<file path="config.mk">
export PLATFORM = sky130hd
export DESIGN_NAME = sensor_matrix_change_detector
export DESIGN_NICKNAME = d
export VERILOG_FILES = /design/src/smcd_pkg.sv /design/src/smcd_occ_mem.sv /design/src/smcd_event_emit.sv /design/src/sensor_matrix_change_detector.sv
export SDC_FILE = /design/constraint.sdc
export NUM_CORES = 1
export LEC_CHECK = 0
export BUFFER_PORTS_ARGS = -buffer_cell sky130_fd_sc_hd__buf_2
export CORE_MARGIN = 2
export CORE_UTILIZATION = 55
export DETAILED_ROUTE_END_ITERATION = 10
export GPL_ROUTABILITY_DRIVEN = 0
export PLACE_DENSITY = 0.78
export SETUP_SLACK_MARGIN = 0.3
export SLEW_MARGIN = 20
export SYNTH_ARGS = -nofsm -noshare
export SYNTH_HDL_FRONTEND = slang
export SYNTH_SLANG_ARGS = --single-unit
</file>
<file path="constraint.sdc">
create_clock -name i_clk -period 8.1 [get_ports i_clk]
set_input_delay 0 -clock i_clk [delete_from_list [all_inputs] [get_ports i_clk]]
set_output_delay 0 -clock i_clk [all_outputs]
set_load 0.1 [all_outputs]
</file>
<file path="src/smcd_pkg.sv">
`timescale 1ns / 1ps
// ----------------------------------------------------------------------------
// smcd_pkg - shared definitions for the sensor matrix change detector
// Field widths, stream packing widths, reset values and the job handed from
// the row update stage to the event emitter.
// ----------------------------------------------------------------------------
package smcd_pkg;

    // default matrix size
    localparam int ROWS_DEF = 8;
    localparam int COLS_DEF = 8;

    // field widths
    localparam int ROW_W   = 3;
    localparam int LEVEL_W = 8;
    localparam int FILE_W  = 3;
    localparam int RANK_W  = 4;
    localparam int SEQ_W   = 32;

    // stream data widths (whole bytes)
    localparam int S_TDATA_W = 16;
    localparam int M_TDATA_W = 40;

    // event counter value after reset
    localparam logic [SEQ_W-1:0] SEQ_RESET = 32'd1;

    // scan kinds carried in tuser
    localparam logic KIND_PRIME = 1'b0;
    localparam logic KIND_SCAN  = 1'b1;

    // one row's worth of change events
    typedef struct packed {
        logic [LEVEL_W-1:0] mask;   // changed columns
        logic [LEVEL_W-1:0] now;    // new occupancy of the row
        logic [RANK_W-1:0]  rank;   // rank number of the row
    } t_em_job;

endpackage

</file>
<file path="src/smcd_occ_mem.sv">
`timescale 1ns / 1ps
// ----------------------------------------------------------------------------
// smcd_occ_mem - occupancy memory
// One word per row, one bit per column. Single write port, single read port
// with registered read data. Per-row valid bits make unwritten rows read as
// empty after reset.
// ----------------------------------------------------------------------------
module smcd_occ_mem #(
    parameter int DEPTH = smcd_pkg::ROWS_DEF,
    parameter int WIDTH = smcd_pkg::COLS_DEF,
    parameter int AW    = (DEPTH > 1) ? $clog2(DEPTH) : 1
) (
    input  logic             i_clk,
    input  logic             i_rst_n,
    input  logic             i_rd_en,
    input  logic [AW-1:0]    i_rd_addr,
    output logic [WIDTH-1:0] o_rd_data,
    input  logic             i_wr_en,
    input  logic [AW-1:0]    i_wr_addr,
    input  logic [WIDTH-1:0] i_wr_data
);

    logic [WIDTH-1:0] r_mem [DEPTH];
    logic [DEPTH-1:0] r_row_valid;
    logic [WIDTH-1:0] r_rd_data;

    // row valid bits, cleared at reset
    always_ff @(posedge i_clk) begin
        if (!i_rst_n) begin
            r_row_valid <= '0;
        end else if (i_wr_en) begin
            r_row_valid[i_wr_addr] <= 1'b1;
        end
    end

    // storage write
    always_ff @(posedge i_clk) begin
        if (i_wr_en) begin
            r_mem[i_wr_addr] <= i_wr_data;
        end
    end

    // registered read, old data on a same-cycle write
    always_ff @(posedge i_clk) begin
        if (i_rd_en) begin
            r_rd_data <= r_row_valid[i_rd_addr] ? r_mem[i_rd_addr] : '0;
        end
    end

    assign o_rd_data = r_rd_data;

endmodule

</file>
<file path="src/smcd_event_emit.sv">
`timescale 1ns / 1ps
// ----------------------------------------------------------------------------
// smcd_event_emit - change event emitter
// Holds a row's changed-column mask and sends one event per cycle while tready
// is high, lowest column first, tagging each with the global sequence number.
// ----------------------------------------------------------------------------
module smcd_event_emit (
    input  logic                              i_clk,
    input  logic                              i_rst_n,
    input  logic                              i_job_valid,
    input  smcd_pkg::t_em_job                 i_job,
    output logic                              o_job_ready,
    output logic                              o_m_axis_tvalid,
    input  logic                              i_m_axis_tready,
    // tdata: file_index[2:0], rank_number[6:3], occupied[7],
    //        sequence_number[39:8]
    output logic [smcd_pkg::M_TDATA_W-1:0]    o_m_axis_tdata,
    output logic                              o_m_axis_tlast
);

    logic [smcd_pkg::LEVEL_W-1:0] r_mask;
    logic [smcd_pkg::LEVEL_W-1:0] n_mask;
    logic [smcd_pkg::LEVEL_W-1:0] r_now;
    logic [smcd_pkg::RANK_W-1:0]  r_rank;
    logic [smcd_pkg::SEQ_W-1:0]   r_seq;
    logic [smcd_pkg::LEVEL_W-1:0] low_bit;
    logic [smcd_pkg::FILE_W-1:0]  file_idx;
    logic                         is_last;
    logic                         out_accept;
    logic                         job_load;

    // lowest pending column
    assign low_bit = r_mask & (~r_mask + smcd_pkg::LEVEL_W'(1));

    always_comb begin
        file_idx = '0;
        for (int j = smcd_pkg::LEVEL_W - 1; j >= 0; j--) begin
            if (r_mask[j]) begin
                file_idx = smcd_pkg::FILE_W'(j);
            end
        end
    end

    assign is_last    = ((r_mask & ~low_bit) == '0);
    assign out_accept = o_m_axis_tvalid && i_m_axis_tready;
    assign o_job_ready = (r_mask == '0) || (out_accept && is_last);
    assign job_load   = i_job_valid && o_job_ready;

    // pending mask update
    always_comb begin
        n_mask = r_mask;
        if (job_load) begin
            n_mask = i_job.mask;
        end else if (out_accept) begin
            n_mask = r_mask & ~low_bit;
        end
    end

    // control state and sequence counter
    always_ff @(posedge i_clk) begin
        if (!i_rst_n) begin
            r_mask <= '0;
            r_seq  <= smcd_pkg::SEQ_RESET;
        end else begin
            r_mask <= n_mask;
            if (out_accept) begin
                r_seq <= r_seq + smcd_pkg::SEQ_W'(1);
            end
        end
    end

    // row payload
    always_ff @(posedge i_clk) begin
        if (job_load) begin
            r_now  <= i_job.now;
            r_rank <= i_job.rank;
        end
    end

    assign o_m_axis_tvalid = (r_mask != '0);
    assign o_m_axis_tlast  = is_last;
    assign o_m_axis_tdata  = {r_seq, |(r_now & low_bit), r_rank, file_idx};

endmodule

</file>
<file path="src/sensor_matrix_change_detector.sv">
`timescale 1ns / 1ps
// ----------------------------------------------------------------------------
// sensor_matrix_change_detector - occupancy change detector for a sensor grid
// Input stream: one scanned row per request. tdata carries row_index and the
// active-low column levels, tuser the kind (priming scan or normal scan).
// A priming request only stores the row. A normal scan emits one event per
// changed square, lowest column first, on the output stream; tlast marks the
// last event of the row. Rows at or above ROWS are accepted and dropped.
// A request is registered in the update stage, then in the emitter's mask.
// Throughput: one request per cycle while the output is ready and rows cause
// no more than one event each; a row with several changes holds the emitter
// until its last event is taken, and the input stalls once the row after it
// waits to hand over its events. Occupancy lives in a registered-read memory;
// a back-to-back read of the row just written uses a forwarding register.
// Reset: all squares read as empty and the sequence counter restarts at 1.
// A stall on the output holds the current event and, once the update stage
// is full, deasserts the input tready; no event is lost or repeated.
// ----------------------------------------------------------------------------
module sensor_matrix_change_detector #(
    parameter int ROWS    = smcd_pkg::ROWS_DEF,
    parameter int COLUMNS = smcd_pkg::COLS_DEF
) (
    input  logic                           i_clk,
    input  logic                           i_rst_n,
    input  logic                           i_s_axis_tvalid,
    output logic                           o_s_axis_tready,
    // tdata: row_index[2:0], column_levels[10:3], zero padding[15:11]
    input  logic [smcd_pkg::S_TDATA_W-1:0] i_s_axis_tdata,
    // tuser: kind[0]
    input  logic                           i_s_axis_tuser,
    output logic                           o_m_axis_tvalid,
    input  logic                           i_m_axis_tready,
    // tdata: file_index[2:0], rank_number[6:3], occupied[7],
    //        sequence_number[39:8]
    output logic [smcd_pkg::M_TDATA_W-1:0] o_m_axis_tdata,
    // tlast: last_event
    output logic                           o_m_axis_tlast
);

    localparam int MemRows  = (ROWS < (1 << smcd_pkg::ROW_W)) ? ROWS
                                                               : (1 << smcd_pkg::ROW_W);
    localparam int ColsUsed = (COLUMNS < smcd_pkg::LEVEL_W) ? COLUMNS : smcd_pkg::LEVEL_W;
    localparam int AddrW    = (MemRows > 1) ? $clog2(MemRows) : 1;
    localparam logic [smcd_pkg::LEVEL_W-1:0] ColMask =
        smcd_pkg::LEVEL_W'((1 << ColsUsed) - 1);

    // input fields
    logic [smcd_pkg::ROW_W-1:0]   s_row;
    logic [smcd_pkg::LEVEL_W-1:0] s_levels;
    logic [smcd_pkg::LEVEL_W-1:0] s_now;
    logic [smcd_pkg::RANK_W-1:0]  s_rank;
    logic [AddrW-1:0]             s_addr;
    logic                         s_accept;
    logic                         s_in_range;
    logic                         s_take;

    // update stage
    logic                         r_b_valid;
    logic                         r_b_kind;
    logic [AddrW-1:0]             r_b_addr;
    logic [smcd_pkg::LEVEL_W-1:0] r_b_now;
    logic [smcd_pkg::RANK_W-1:0]  r_b_rank;
    logic                         r_b_fwd;
    logic [ColsUsed-1:0]          r_fwd_data;
    logic [ColsUsed-1:0]          rd_data;
    logic [smcd_pkg::LEVEL_W-1:0] prev_row;
    logic [smcd_pkg::LEVEL_W-1:0] diff;
    logic                         b_emit;
    logic                         b_adv;
    logic                         em_ready;
    smcd_pkg::t_em_job            job;

    // decode the request
    assign s_row      = i_s_axis_tdata[smcd_pkg::ROW_W-1:0];
    assign s_levels   = i_s_axis_tdata[smcd_pkg::ROW_W +: smcd_pkg::LEVEL_W];
    assign s_now      = ~s_levels & ColMask;
    assign s_rank     = smcd_pkg::RANK_W'(ROWS - int'(s_row));
    assign s_addr     = AddrW'(s_row);
    assign s_in_range = (int'(s_row) < ROWS);
    assign s_accept   = i_s_axis_tvalid && o_s_axis_tready;
    assign s_take     = s_accept && s_in_range;

    assign o_s_axis_tready = !r_b_valid || b_adv;

    // occupancy storage
    smcd_occ_mem #(
        .DEPTH (MemRows),
        .WIDTH (ColsUsed),
        .AW    (AddrW)
    ) u_mem (
        .i_clk     (i_clk),
        .i_rst_n   (i_rst_n),
        .i_rd_en   (s_take),
        .i_rd_addr (s_addr),
        .o_rd_data (rd_data),
        .i_wr_en   (b_adv),
        .i_wr_addr (r_b_addr),
        .i_wr_data (r_b_now[ColsUsed-1:0])
    );

    // compare against stored row, forwarding the write made at the read edge
    assign prev_row = smcd_pkg::LEVEL_W'(r_b_fwd ? r_fwd_data : rd_data);
    assign diff     = (prev_row ^ r_b_now) & ColMask;
    assign b_emit   = (r_b_kind == smcd_pkg::KIND_SCAN) && (diff != '0);
    assign b_adv    = r_b_valid && (!b_emit || em_ready);

    assign job.mask = diff;
    assign job.now  = r_b_now;
    assign job.rank = r_b_rank;

    // update stage control
    always_ff @(posedge i_clk) begin
        if (!i_rst_n) begin
            r_b_valid <= 1'b0;
            r_b_fwd   <= 1'b0;
        end else if (s_take) begin
            r_b_valid <= 1'b1;
            r_b_fwd   <= b_adv && (r_b_addr == s_addr);
        end else if (b_adv) begin
            r_b_valid <= 1'b0;
            r_b_fwd   <= 1'b0;
        end
    end

    // update stage payload
    always_ff @(posedge i_clk) begin
        if (s_take) begin
            r_b_kind   <= i_s_axis_tuser;
            r_b_addr   <= s_addr;
            r_b_now    <= s_now;
            r_b_rank   <= s_rank;
            r_fwd_data <= r_b_now[ColsUsed-1:0];
        end
    end

    // event output
    smcd_event_emit u_emit (
        .i_clk           (i_clk),
        .i_rst_n         (i_rst_n),
        .i_job_valid     (r_b_valid && b_emit),
        .i_job           (job),
        .o_job_ready     (em_ready),
        .o_m_axis_tvalid (o_m_axis_tvalid),
        .i_m_axis_tready (i_m_axis_tready),
        .o_m_axis_tdata  (o_m_axis_tdata),
        .o_m_axis_tlast  (o_m_axis_tlast)
    );

endmodule
</file>
# --- Yosys cells after proc, flatten, opt, wreduce, memory -nomap -nowiden ---
# Memories as Yosys holds them, arrays and structs flattened. A register that Yosys moved wholly into a read port is not among the register bits.
# Cells that the tools add are included.
totals:
  register_bits: 86
  memories: 1
  inputBits: 21
  word_cells: 70
  output_inout_bits: 43
  mem_bits_rw: 64
classes:
  n_bitwise: 8
  n_lt_le_gt_ge: 3
  mux: 20
  addsub: 3
  n_eq_ne: 1
  reduce_logical: 22
memory_table:
  columns: ["memory", "depth", "word_bits", "rd", "rd_clocked_by_memory_dff", "write_ports", "line_no", "rtl"]
  rows:
  - ["u_mem.r_mem", 8, 8, 1, 1, 1, "smcd_occ_mem.sv:23", "logic [WIDTH-1:0] r_mem [DEPTH];"]
op_table:
  columns: ["operator", "n"]
  rows:
  - ["adder 32 x 1 -> 32 bit (second input constant)", 1]
  - ["bitwise AND 8 bit", 3]
  - ["two-way mux 3 bit", 8]
  - ["two-way mux 8 bit", 3]
  - ["inverter 8 bit", 3]
  - ["zero test 8 bit", 2]
  - ["nonzero test 8 bit", 2]
  - ["logical AND 1 bit", 9]
  - ["adder 8 x 1 -> 8 bit (second input constant)", 1]
  - ["less-than comparator 3 x 4 -> 1 bit (second input constant)", 2]
  - ["bitwise OR 8 bit", 1]
  - ["OR reduction 8 bit", 1]
  - ["XOR 8 bit", 1]
  - ["two-way mux 1 bit", 7]
  - ["nonzero test 2 bit", 2]
  - ["subtractor 4 x 3 -> 4 bit (first input constant)", 1]
  - ["binary-select mux 1 bit (select 3 bit)", 1]
  - ["demux 1 bit (select 3 bit)", 1]
  - ["equality test 3 bit", 1]
  - [">= comparator 3 x 1 -> 1 bit (second input constant)", 1]
  - ["zero test 1 bit", 3]
  - ["logical OR 1 bit", 3]

# --- Longest topological paths before layout ---
logic_depth:
  ltp_word: 13
  ltp_mapped: 8
  mapped_depth_nobuf: 7

# --- Cells and area by module ---
# Synthesis repeated with hierarchy kept, for this count alone.
unflattened:
  cells_unflattened: 502
  hier_area_um2: 6735.2
by_module_without_submodules:
  columns: ["module", "area_per_inst_um2", "n_inst", "seq_area_each_um2", "cells_per_inst"]
  rows:
  - ["smcd_occ_mem", 3035.4, 1, 2322.2, 142]
  - ["smcd_event_emit", 2596.2, 1, 1161.1, 283]
  - ["sensor_matrix_change_detector", 1103.6, 1, 730.7, 77]

# --- Worst setup path after synthesis ---
# OpenSTA, ideal clock, no wires.
synth_timing:
  kind: "register -> register"
  from: "register u_emit.r_mask[0] (netlist bit)"
  to: "register r_b_addr[0] (enable)"
  slack_ps: 3676
  required_time_ps: 7633
  setup_time_ps: 467
  n_path_buf: 2
  path_stages_with_launch: 9
  arrival_ps: 3957
  synth_period_minus_slack_ps: 4424
  cell_sequence: "dfxtp_1 > buf_4 > nor4_4 > or2b_1 > o211ai_1 > a21oi_2 > and2_1 > buf_6 > a21boi_0"
synth_between:
  elab_chain_len: 12
  elab_cells_between_ends: 15
  cone_classes: "add/sub (1); bitwise (4); reduce/logical (10)"
synth_lines:
  columns: ["element", "line_no", "rtl"]
  rows:
  - ["start: declaration", "smcd_event_emit.sv:21", "logic [smcd_pkg::LEVEL_W-1:0] r_mask;"]
  - ["start signal: assignment", "smcd_event_emit.sv:65", "r_mask <= n_mask;"]
  - ["inverter 8 bit", "smcd_event_emit.sv:33", "assign low_bit = r_mask & (~r_mask + smcd_pkg::LEVEL_W'(1));"]
  - ["adder 8 x 1 -> 8 bit", "smcd_event_emit.sv:33", null]
  - ["bitwise AND 8 bit", "smcd_event_emit.sv:33", null]
  - ["inverter 8 bit", "smcd_event_emit.sv:44", "assign is_last = ((r_mask & ~low_bit) == '0);"]
  - ["bitwise AND 8 bit", "smcd_event_emit.sv:44", null]
  - ["zero test 8 bit", "smcd_event_emit.sv:44", null]
  - ["logical AND 1 bit", "smcd_event_emit.sv:46", "assign o_job_ready = (r_mask == '0) || (out_accept && is_last);"]
  - ["logical OR 1 bit (*)", "smcd_event_emit.sv:46", null]
  - ["logical OR 1 bit (*)", "sensor_matrix_change_detector.sv:105", "assign b_adv = r_b_valid && (!b_emit || em_ready);"]
  - ["logical AND 1 bit (*)", "sensor_matrix_change_detector.sv:105", null]
  - ["logical OR 1 bit (*)", "sensor_matrix_change_detector.sv:83", "assign o_s_axis_tready = !r_b_valid || b_adv;"]
  - ["logical AND 1 bit (*)", "sensor_matrix_change_detector.sv:80", "assign s_accept = i_s_axis_tvalid && o_s_axis_tready;"]
  - ["net s_accept", "sensor_matrix_change_detector.sv:53", "logic s_accept;"]
  - ["end signal: assignment", "sensor_matrix_change_detector.sv:129", "r_b_addr <= s_addr;"]
  - ["end: declaration", "sensor_matrix_change_detector.sv:60", "logic [AddrW-1:0] r_b_addr;"]
# Mark *: on every way through the listed nets, which the timed path passes. The rest lies on a longest branch.
# A chain may end at the register's enable or synchronous reset.

# --- Final worst setup path ---
layout_timing:
  from: "register r_b_fwd"
  to: "memory u_mem.r_mem[4][2] (netlist bit) (enable)"
layout_between:
  elab_chain_len: 9
layout_lines:
  columns: ["element", "line_no", "rtl"]
  rows:
  - ["start: declaration", "sensor_matrix_change_detector.sv:63", "logic r_b_fwd;"]
  - ["start signal: assignment", "sensor_matrix_change_detector.sv:118", "r_b_fwd <= b_adv && (r_b_addr == s_addr);"]
  - ["two-way mux 8 bit", "sensor_matrix_change_detector.sv:102", "assign prev_row = smcd_pkg::LEVEL_W'(r_b_fwd ? r_fwd_data : rd_data);"]
  - ["XOR 8 bit", "sensor_matrix_change_detector.sv:103", "assign diff = (prev_row ^ r_b_now) & ColMask;"]
  - ["nonzero test 8 bit", "sensor_matrix_change_detector.sv:104", "assign b_emit = (r_b_kind == smcd_pkg::KIND_SCAN) && (diff != '0);"]
  - ["logical AND 1 bit", "sensor_matrix_change_detector.sv:104", null]
  - ["zero test 1 bit", "sensor_matrix_change_detector.sv:105", null]
  - ["logical OR 1 bit", "sensor_matrix_change_detector.sv:105", null]
  - ["logical AND 1 bit", "sensor_matrix_change_detector.sv:105", null]
  - ["two-way mux 1 bit", "smcd_occ_mem.sv:38", "if (i_wr_en) begin"]
  - ["two-way mux 1 bit (implied by the code)", "smcd_occ_mem.sv:39", "r_mem[i_wr_addr] <= i_wr_data;"]
  - ["end: declaration", "smcd_occ_mem.sv:23", null]
# No other way between the ends.

==> impl_metrics.csv <==
group,metric,value,unit
detailed_routing,totalWireLength,11.7,mm
global_route,gr-usage-met1,24.1,%
synthesis,syn_area_per_cell,13.5,sq um
status,status,"finished, final reports clean",
synthesis,synth-adder-area-share,0.678,%
sta,fmax,291,MHz
worst_setup_path,worstReg2RegStart,"r_b_fwd",
synthesis,ys_seq_area_share,63.4,%
global_route,grt_use_met3,5.58,%
synthesis,yosysMostFrequentCell,"edfxtp_1",
clock_network,clk_pin_slew,0.06,ns
synthesis,yosysUniqueCellTypes,53,
pwr,p_switching,0.415,mW
pwr,power_frac_seq,48.6,%
run,maxCapViolCount,0,
pwr,power_density,238,nW/um^2
worst_hold_path,holdPathStages,1,
global_route,grt_first_pass_wirelength,19.4,mm
placed_design,dp.cells,675,
detailed_routing,drt_pass1_iterations,5,
pwr,vdd_drop_max,0.195,mV
synthesis,synth_xor_xnor_area_share,4.74,%
clock_network,post_cts_buffers,0,
synthesis,netlist.area_leader.share,48.3,%
sta,rsz0062_at_grt,"no",
synthesis,ys_ff_latch,157,
sta,fin_skew,0.00792,ns
cells_and_area,layout.cells.non_filler,717,
detailed_routing,drt-initial-drc-count,312,
floorplan,core_area,11900,sq um
cells_and_area,diodes,0,
global_route,grt_busiest_layer,"met2",
worst_hold_path,min_path_type,"in2reg",
sta,finalHoldViolations,0,
worst_setup_path,r2r_slack,4.66,ns
worst_setup_path,r2r_cells,6,
detailed_routing,route.vias.total,4056,
synthesis,synth_top_area_cell,"edfxtp_1",
worst_setup_path,worstPathCellList,"mux2i_1 > xnor2_1 > nor4_1 > a21boi_0 > and2_1 > nor3_1",
worst_setup_path,critical_path.max_fanout,11,
sta,min_period,3.44,ns
worst_setup_path,arrival,3.47,ns
synthesis,synth_flop_cell,"edfxtp_1",
clock_network,cts_inserted_buffers,17,
sta,fin_setup_tns,0,ns
clock_network,cts_sinks,157,
synthesis,synthCells,492,
global_route,grt_use_met2,32.4,%
global_route,grt_start_max_net_pins,61,
synthesis,synthTopCellsByCount,"edfxtp_1, dfxtp_1, nand2_1",
detailed_routing,drc_errors,0,
sta,relSlewSlack,23.3,%
global_route,grt_pass1_vias,3982,
synthesis,synth_edf_count,107,
synthesis,synth_area,6650,sq um
floorplan,die_h,114,um
sta,drv_slew,0,
cells_and_area,syn2layout_area_growth,16.8,%
sta,worst_slew_pin_slew,1.14,ns
placed_design,portBuffers,58,
pwr,p_int,1.43,mW
synthesis,synth_simple_gate_area_share,13.0,%
global_route,grt-ovfl-total,0,
detailed_routing,wl_per_cell,16.3,um
pwr,switching_share,22.5,%
worst_setup_path,startpoint_type,"register",
floorplan,die_w,114,um
worst_hold_path,holdPathEnd,"r_b_addr[2]",
floorplan,dieArea,13000,sq um
cells_and_area,drive_gt1_share,21.2,%
floorplan,io_pins,64,
pwr,p_comb_share,7.4,%
synthesis,syn_nets,515,
pwr,p_leak,2.84,nW
worst_hold_path,min-delay-start,"i_s_axis_tdata[2]",
sta,finalSetupViolations,0,
synthesis,synthArstFlopShare,0,%
synthesis,synth-compound-area-share,6.42,%
floorplan,start_util,55.8,%
floorplan,num_rows,40,
global_route,antenna_found_initial,0,
clock_network,clockRootBuffer,"clkbuf_16",
detailed_routing,antenna_left,0,
clock_network,tritoncts,"done",
global_route,grtUsageTotal,19.5,%
synthesis,synth_top_family_by_area,"simple AND/OR/NAND/NOR gates",
placed_design,hpwl,7.79,mm
synthesis,synth_warnings,0,
worst_setup_path,critPathCaptureType,"register",
synthesis,synthMuxAreaShare,8.81,%
clock_network,cts_buffer_depth,2,
pwr,power_frac_clock,44.0,%
clock_network,htreeDepth,4,
worst_setup_path,path_class,"reg2reg",
detailed_routing,viasPerCell,5.66,
sta,final.period_utilization,42.4,%
synthesis,synth_area_leaders,"edfxtp_1, dfxtp_1, mux4_2, xnor2_1, mux2i_1",
worst_setup_path,r2r-end,"u_mem.r_mem[4][2]",
worst_setup_path,cp_slowest_stage_delay,0.99,ns
worst_setup_path,cp_slowest_cell,"nor3_1",
clock_network,worst_skew_pair.late_latency,0.42,ns
cells_and_area,nets,581,
worst_setup_path,cp_data_required_time,8.13,ns
pwr,finalPower,1.85,mW
==> worst max-delay path: cells and delay by family, from the launching register on <==
kind,cells,cell delay [ns]
AOI/OAI and AO/OA,1,0.29
xor gates and xnor gates,1,0.12
DFF,1,0.62
muxes,1,0.29
and+or+nand+nor,3,1.73
==> cell type report <==
| class | count | area [sq um] |
|---|---|---|
| flip-flops and latches | 157 | 4210 |
| multi-input cells | 292 | 2280 |
| fillers | 861 | 4150 |
| well taps | 147 | 184 |
| repair buffers | 71 | 415 |
| clock buffers | 19 | 433 |
| clock inverters | 12 | 170 |
| inverters | 19 | 71.3 |
==> through the flow <==
step | hold WS, ns | worst slack, ns | instance area (sq um) | util [%]
4_1_cts | 0.00199 | 4.62 | 7750 | 65.1
5_1_grt | 0.00638 | 4.43 | 7760 | 65.2
6_report | 0.0126 | 4.66 | 7760 | 65.2
2_1_floorplan | 0.0989 | 3.68 | 6650 | -
3_3_place_gp | 0.179 | 4.71 | 7030 | 59.0
3_5_place_dp | 0.180 | 4.63 | 7040 | 59.1
==> power by group through the flow <==
stage,sequential [mW],combinational [mW],clock (mW)
after floorplan,0.921,0.0985,0
after global placement,0.913,0.129,0
after detailed placement,0.916,0.132,0
after CTS,0.899,0.137,0.827
after global routing,0.902,0.147,0.859
final,0.899,0.137,0.812
==> routing by layer <==
layer / up-vias / wire length, um
met5: - / 0
met4: 0 / 224
met3: 16 / 541
met2: 114 / 5930
met1: 1969 / 5020
li1: 1957 / -
==> logic make-up after synthesis <==
logic type,count (synthesis)
multiplexers,36
adder cells (fa/ha/maj),4
AND/OR/NAND/NOR,157
buffers and inverters,43
AO/OA/AOI/OAI,59
XOR/XNOR,36
flip-flops,157
==> placed cells by master (no fill, tap or decap), drive strengths merged, types with 4 or more instances in the layout <==
cell | Yosys | routed
edfxtp | 107 | 107
buf | 13 | 60
dfxtp | 50 | 50
nand2 | 35 | 35
xnor2 | 33 | 33
nor2 | 27 | 27
and2 | 22 | 22
inv | 19 | 20
clkbuf | 11 | 19
mux2i | 18 | 18
o21ai | 18 | 18
mux4 | 18 | 18
nand3 | 17 | 17
dlygate4sd3 | 0 | 11
nand4 | 10 | 10
nor3 | 10 | 10
a21boi | 9 | 9
or3 | 8 | 8
a21oi | 8 | 8
nor4 | 7 | 7
clkinv | 0 | 7
o211ai | 5 | 5
nand2b | 5 | 5
a22o | 5 | 5
and3 | 4 | 4
nor2b | 4 | 4
bufinv | 0 | 4
==> flip-flops by register name (all words and copies together) (netlist names) <==
| register | flops |
|---|---|
| u_emit.r_mask | 8 |
| r_b_valid | 1 |
| r_b_addr | 3 |
| r_b_now | 8 |
| r_b_rank | 3 |
| u_mem.o_rd_data | 8 |
| u_mem.r_row_valid | 8 |
| r_b_kind | 1 |
| r_fwd_data | 8 |
| u_emit.r_seq | 32 |
| u_emit.r_now | 8 |
| u_mem.r_mem | 64 |
| u_emit.r_rank | 4 |
| r_b_fwd | 1 |
==> worst max-delay path by stage <==
stage | from | endpoint | slack, ns | cells past startpoint
6_report | r_b_fwd | u_mem.r_mem[4][2] | 4.66 | 6
3_3_place_gp | r_b_fwd | u_mem.r_mem[2][1] | 4.71 | 6
5_1_grt | r_b_fwd | u_mem.r_mem[4][2] | 4.43 | 6
3_5_place_dp | r_b_fwd | u_mem.r_mem[7][1] | 4.63 | 6
2_1_floorplan | u_emit.r_mask[0] | r_b_addr[0] | 3.68 | 8
4_1_cts | r_b_fwd | u_mem.r_mem[7][2] | 4.62 | 6
==> timing repair <==
| action | 4_1_cts | 5_1_grt |
|---|---|---|
| endpoints found under the setup margin | 0 | 0 |
| hold endpoints to repair | 13 | 0 |
| hold buffers | 11 | 0 |
| gates resized for setup | 0 | 0 |
No activity file was read; power rests on OpenSTA's default activity.
